[src/rtl/assert_macros.svh]
// Assertion helpers included by the motion predictor RTL.
`ifndef ASSERT_MACROS_SVH
`define ASSERT_MACROS_SVH
`ifndef ASSERT_OFF
`define ASSERT_ALWAYS(label, clk, rst_n, prop, msg) \
	label: assert property (@(posedge clk) disable iff (!rst_n) (prop)) else $error(msg);
`define ASSERT_NEXT(label, clk, rst_n, pre, post, msg) \
	label: assert property (@(posedge clk) disable iff (!rst_n) (pre) |=> (post)) else $error(msg);
`else
`define ASSERT_ALWAYS(label, clk, rst_n, prop, msg)
`define ASSERT_NEXT(label, clk, rst_n, pre, post, msg)
`endif
`endif

[src/rtl/fpmp_pkg.sv]
package fpmp_pkg;

	localparam int MUL_A_W = 34;
	localparam int MUL_B_W = 32;
	localparam int MUL_P_W = MUL_A_W + MUL_B_W;

	localparam logic [2:0] REG_GAIN    = 3'd0;
	localparam logic [2:0] REG_HOLD    = 3'd1;
	localparam logic [2:0] REG_VSCALE  = 3'd2;
	localparam logic [2:0] REG_JUMP    = 3'd3;
	localparam logic [2:0] REG_SCALE_X = 3'd4;
	localparam logic [2:0] REG_SCALE_Y = 3'd5;

	localparam logic [16:0] GAIN_ONE        = 17'd65536;
	localparam logic [16:0] GAIN_RESET      = 17'd7000;
	localparam logic [15:0] HOLD_RESET      = 16'd2621;
	localparam logic [7:0]  VSCALE_RESET    = 8'd25;
	localparam logic [7:0]  JUMP_RESET      = 8'd2;
	localparam logic [23:0] SCALE_X_RESET   = 24'd1482910;
	localparam logic [23:0] SCALE_Y_RESET   = 24'd741455;

	typedef enum logic [3:0] {
		S_IDLE,
		S_JUMP,
		S_MOVE,
		S_VX,
		S_VY,
		S_SX,
		S_SY,
		S_BX,
		S_BY,
		S_UPD,
		S_DIFF,
		S_OX,
		S_OY,
		S_FIN,
		S_DONE
	} fpmp_state_t;

	typedef struct packed {
		logic signed [MUL_A_W-1:0] a;
		logic signed [MUL_B_W-1:0] b;
	} fpmp_mul_op_t;

endpackage

[src/rtl/fpmp_mult.sv]
module fpmp_mult
	import fpmp_pkg::*;
(
	input  logic                       clk,
	input  fpmp_mul_op_t               op,
	output logic signed [MUL_P_W-1:0]  prod_q
);

	// The product is registered so that the consumer sees it in the cycle after issue.
	always_ff @(posedge clk) begin
		prod_q <= op.a * op.b;
	end

endmodule

[config.mk]
export PLATFORM = sky130hd
export DESIGN_NAME = fpmp_mult
export DESIGN_NICKNAME = d
export VERILOG_FILES = /design/src/rtl/assert_macros.svh /design/src/rtl/fpmp_pkg.sv /design/src/rtl/fpmp_mult.sv
export SDC_FILE = /design/constraint.sdc
export NUM_CORES = 2
export LEC_CHECK = 0
export CAP_MARGIN = 40
export CELL_PAD_IN_SITES_DETAIL_PLACEMENT = 0
export CELL_PAD_IN_SITES_GLOBAL_PLACEMENT = 1
export CORE_UTILIZATION = 41
export CTS_CLUSTER_SIZE = 14
export DETAILED_ROUTE_END_ITERATION = 10
export DONT_BUFFER_PORTS = 1
export PLACE_DENSITY = 0.73
export SETUP_SLACK_MARGIN = 0.4
export SYNTH_ARGS = -nofsm -noshare
export SYNTH_HDL_FRONTEND = slang
export SYNTH_SLANG_ARGS = --single-unit
[constraint.sdc]
create_clock -name clk -period 10.64 [get_ports clk]
set_clock_uncertainty 0.15 [all_clocks]
set_input_delay 2.66 -clock clk [delete_from_list [all_inputs] [get_ports clk]]
set_output_delay 2.66 -clock clk [all_outputs]
set_load 0.01 [all_outputs]
==> metrics.csv <==
stage,metric,value,unit
run_status,status,completed,
synth,avgSynthCellArea,9.424,µm²
layout,nets,5410,
floorplan,rows,113,
routing,drtAntennaViolNets,0,
hold_path,hold_path_class,input port to flop,
synth,synthDistinctLibCells,61,
routing,drcViolationCount,0,
floorplan,die_area,98060,µm²
grt,grt_pass1_vias,29780,
timing,relSlewSlack,0.5334,
synth,synth_area,39690,µm²
routing,drt-total-wl,113700,µm
worst_setup_path,startpoint,op[45],
synth,yosysWarnings,0,
synth,synth_top_area_frac,0.5759,
cts,cts_sinks,66,
worst_setup_path,startpoint_type,input port,
layout,syn_to_final_growth,2.919,%
grt,use_met2,0.3898,
cts,clockBufferDepth,2,
routing,first_iter_violations,1614,
synth,synth_cells,4212,
timing,tightest_slew,0.6987,ns
grt,grt_max_degree,35,
worst_setup_path,cp.required,10.84,ns
cts,htree_levels,3,
worst_setup_path,slowest_delay,0.63,ns
timing,period_share,0.9382,
worst_setup_path,crit_fanout,32,
floorplan,start_util,0.4159,
worst_setup_path,critPathKind,input port to flop,
hold_path,hold-path-cell-count,1,
timing,rsz0062_at_grt,false,
floorplan,core_area,95440,µm²
synth,ys_ff_latch,66,
run,cap_violations,0,
layout,largest_register,prod_q,
timing,setup_tns,0,ns
timing,final_hold_viol_count,0,
routing,vias_per_cell,5.067,
worst_setup_path,endpoint_kind,flop,
cts,post_cts_buffers,0,
grt,busiest_layer,met2,
routing,via_count,26780,
placed_design,port_buffers,0,
synth,async_reset_ff_frac,0,
worst_setup_path,crit_slowest_cell,a2111oi_1,
grt,grt_antenna_before_repair,1,
grt,track_usage,0.2475,
grt,grt_overflow,0,
worst_setup_path,crit_chain,and2_1 > fa_1 > inv_1 > fa_1 > fa_1 > fa_1 > fa_1 > inv_1 > fa_1 > fa_1 > fa_1 > ha_1 > a21oi_1 > o21ai_0 > a21o_1 > a2111oi_1 > buf_4 > a21o_1 > and3_4 > o21ai_0 > o41ai_1 > xnor2_1,
synth,synth_seq_area_share,0.03329,
layout,drive_gt1_frac,0.01468,
placed_design,place.gp.congestion,0.8988,
synth,synth-edff-count,0,
cts,cts_buffers,9,
timing,max_freq,100.2,MHz
floorplan,ios,133,
layout,largest_registers,prod_q: 66 flops,
grt,grt_use_met3,0.04512,
cts,tritoncts,done,
synth,synth_top_cell_by_area,fa_1,
layout,largest_register_ffs,66,
timing,period_needed,9.982,ns
placed_design,dp_hpwl,92530,µm
synth,synth_nets,5609,
floorplan,die_y,313.2,µm
synth,ys.flop_type,dfxtp_1,
cts,cts_root_buffer,clkbuf_16,
routing,drt-pass1-iter-count,7,
cts,clk_pin_slew_worst_paths,0.07,ns
timing,finalSetupViolCount,0,
hold_path,min_from,op[32],
layout,fillCellCount,9339,
timing,drv_slew,0,
grt,grt_pass1_wl,183300,µm
grt,grtUsageMet1,0.3562,
hold_path,min_to,prod_q[0],
worst_setup_path,cp_data_arrival_time,10.18,ns
synth,synthTopCellsByArea,"fa_1 (58%), inv_1 (10%), and2_1 (8.4%)",
worst_setup_path,timing.critical_path.mode_cell,fa_1,
routing,routedWlPerCell,21.51,µm
floorplan,die_x,313.2,µm
-- layout by cell type, fill, tap and decap left out, types with 3 or more instances in the layout --
master and count:
fa_1 1142, inv_1 1053, nand2_1 565, and2_1 534
ha_1 188, a21oi_1 73, dfxtp_1 66, nor2_1 64
xnor2_1 52, o21ai_0 35, a21o_1 32, nand3_1 21
xor2_1 21, buf_4 16, nand2b_1 14, nor3_1 10
nand4_1 10, o21bai_1 10, a31oi_1 10, clkbuf_16 9
o211ai_1 8, nor2b_1 8, and3_1 6, a211oi_1 6
o22ai_1 3, o211a_1 3, a21boi_0 3, o41ai_1 3
or2_2 3
-- worst max-delay path by stage --
stage | endpoint
final | prod_q[61]
after global placement | prod_q[63]
after detailed placement | prod_q[63]
after CTS | prod_q[63]
after global routing | prod_q[61]
after floorplan | prod_q[65]
-- metrics by stage --
step                utilization  instances  instance area, µm²  worst slack, ns  hold slack [ns]
finish                   0.4281       5284               40850           0.6577            2.234
global route             0.4280       5283               40850           0.4382            2.236
CTS                      0.4280       5283               40840           0.5811            2.214
detailed placement       0.4249       5267               40560           0.1754            2.654
global placement         0.4249       5267               40560           0.2270            2.648
floorplan                     -       4212               39690           0.5786            2.637
-- worst max-delay path, delay by kind of cell --
family | cells | cell delay (ns)
buffers and inverters | 3 | 0.33
adder cells (fa/ha/maj) | 9 | 4.52
XOR/XNOR | 1 | 0.16
AND/OR/NAND/NOR | 2 | 0.42
AO/OA/AOI/OAI | 7 | 2.07
-- per-layer routing --
layer	routed length, µm	vias up	share of wire
li1	-	11560	-
met1	50940	14370	0.45
met2	53110	728	0.47
met3	7184	123	0.063
met4	2436	0	0.021
met5	0	-	0
-- synthesized netlist by cell type (3+ instances only) --
master    instances
a211oi_1          6
a21boi_0          3
a21o_1           32
a21oi_1          73
a31oi_1          10
and2_1          534
and3_1            6
buf_2             8
clkbuf_1        219
dfxtp_1          66
fa_1           1142
ha_1            188
inv_1          1053
nand2_1         565
nand2b_1         14
nand3_1          21
nand4_1          10
nor2_1           64
nor2b_1           8
nor3_1           10
o211a_1           3
o211ai_1          8
o21ai_0          35
o21bai_1         10
o22ai_1           3
o41ai_1           3
or2_2             3
xnor2_1          52
xor2_1           21
-- logic make-up after synthesis --
logic type,share of synthesized area
XOR/XNOR,0.01611
AO/OA/AOI/OAI,0.03792
adder cells (fa/ha/maj),0.6352
flip-flops,0.03329
AND/OR/NAND/NOR,0.1562
buffers and inverters,0.1213
-- final cells by class --
| cell class | instances | area, µm² | share of cell area |
|---|---|---|---|
| diodes | 1 | 2.502 | 0.00006125 |
| clock inverters | 6 | 47.55 | 0.001164 |
| repair buffers | 17 | 140.1 | 0.003430 |
| multi-input cells | 2866 | 33570 | 0.8217 |
| clock buffers | 10 | 239.0 | 0.005850 |
| well taps | 1265 | 1583 | 0.03874 |
| inverters | 1053 | 3953 | 0.09675 |
| flip-flops and latches | 66 | 1321 | 0.03234 |
-- what timing repair did --
| item | CTS | global route |
|---|---|---|
| setup endpoints to repair | 0 | 2 |
| hold buffers | 0 | 0 |
| resized for setup | 0 | 1 |
Power is not shown: default switching activity piles up to over one toggle a cycle in this logic, so the estimate is an artifact.
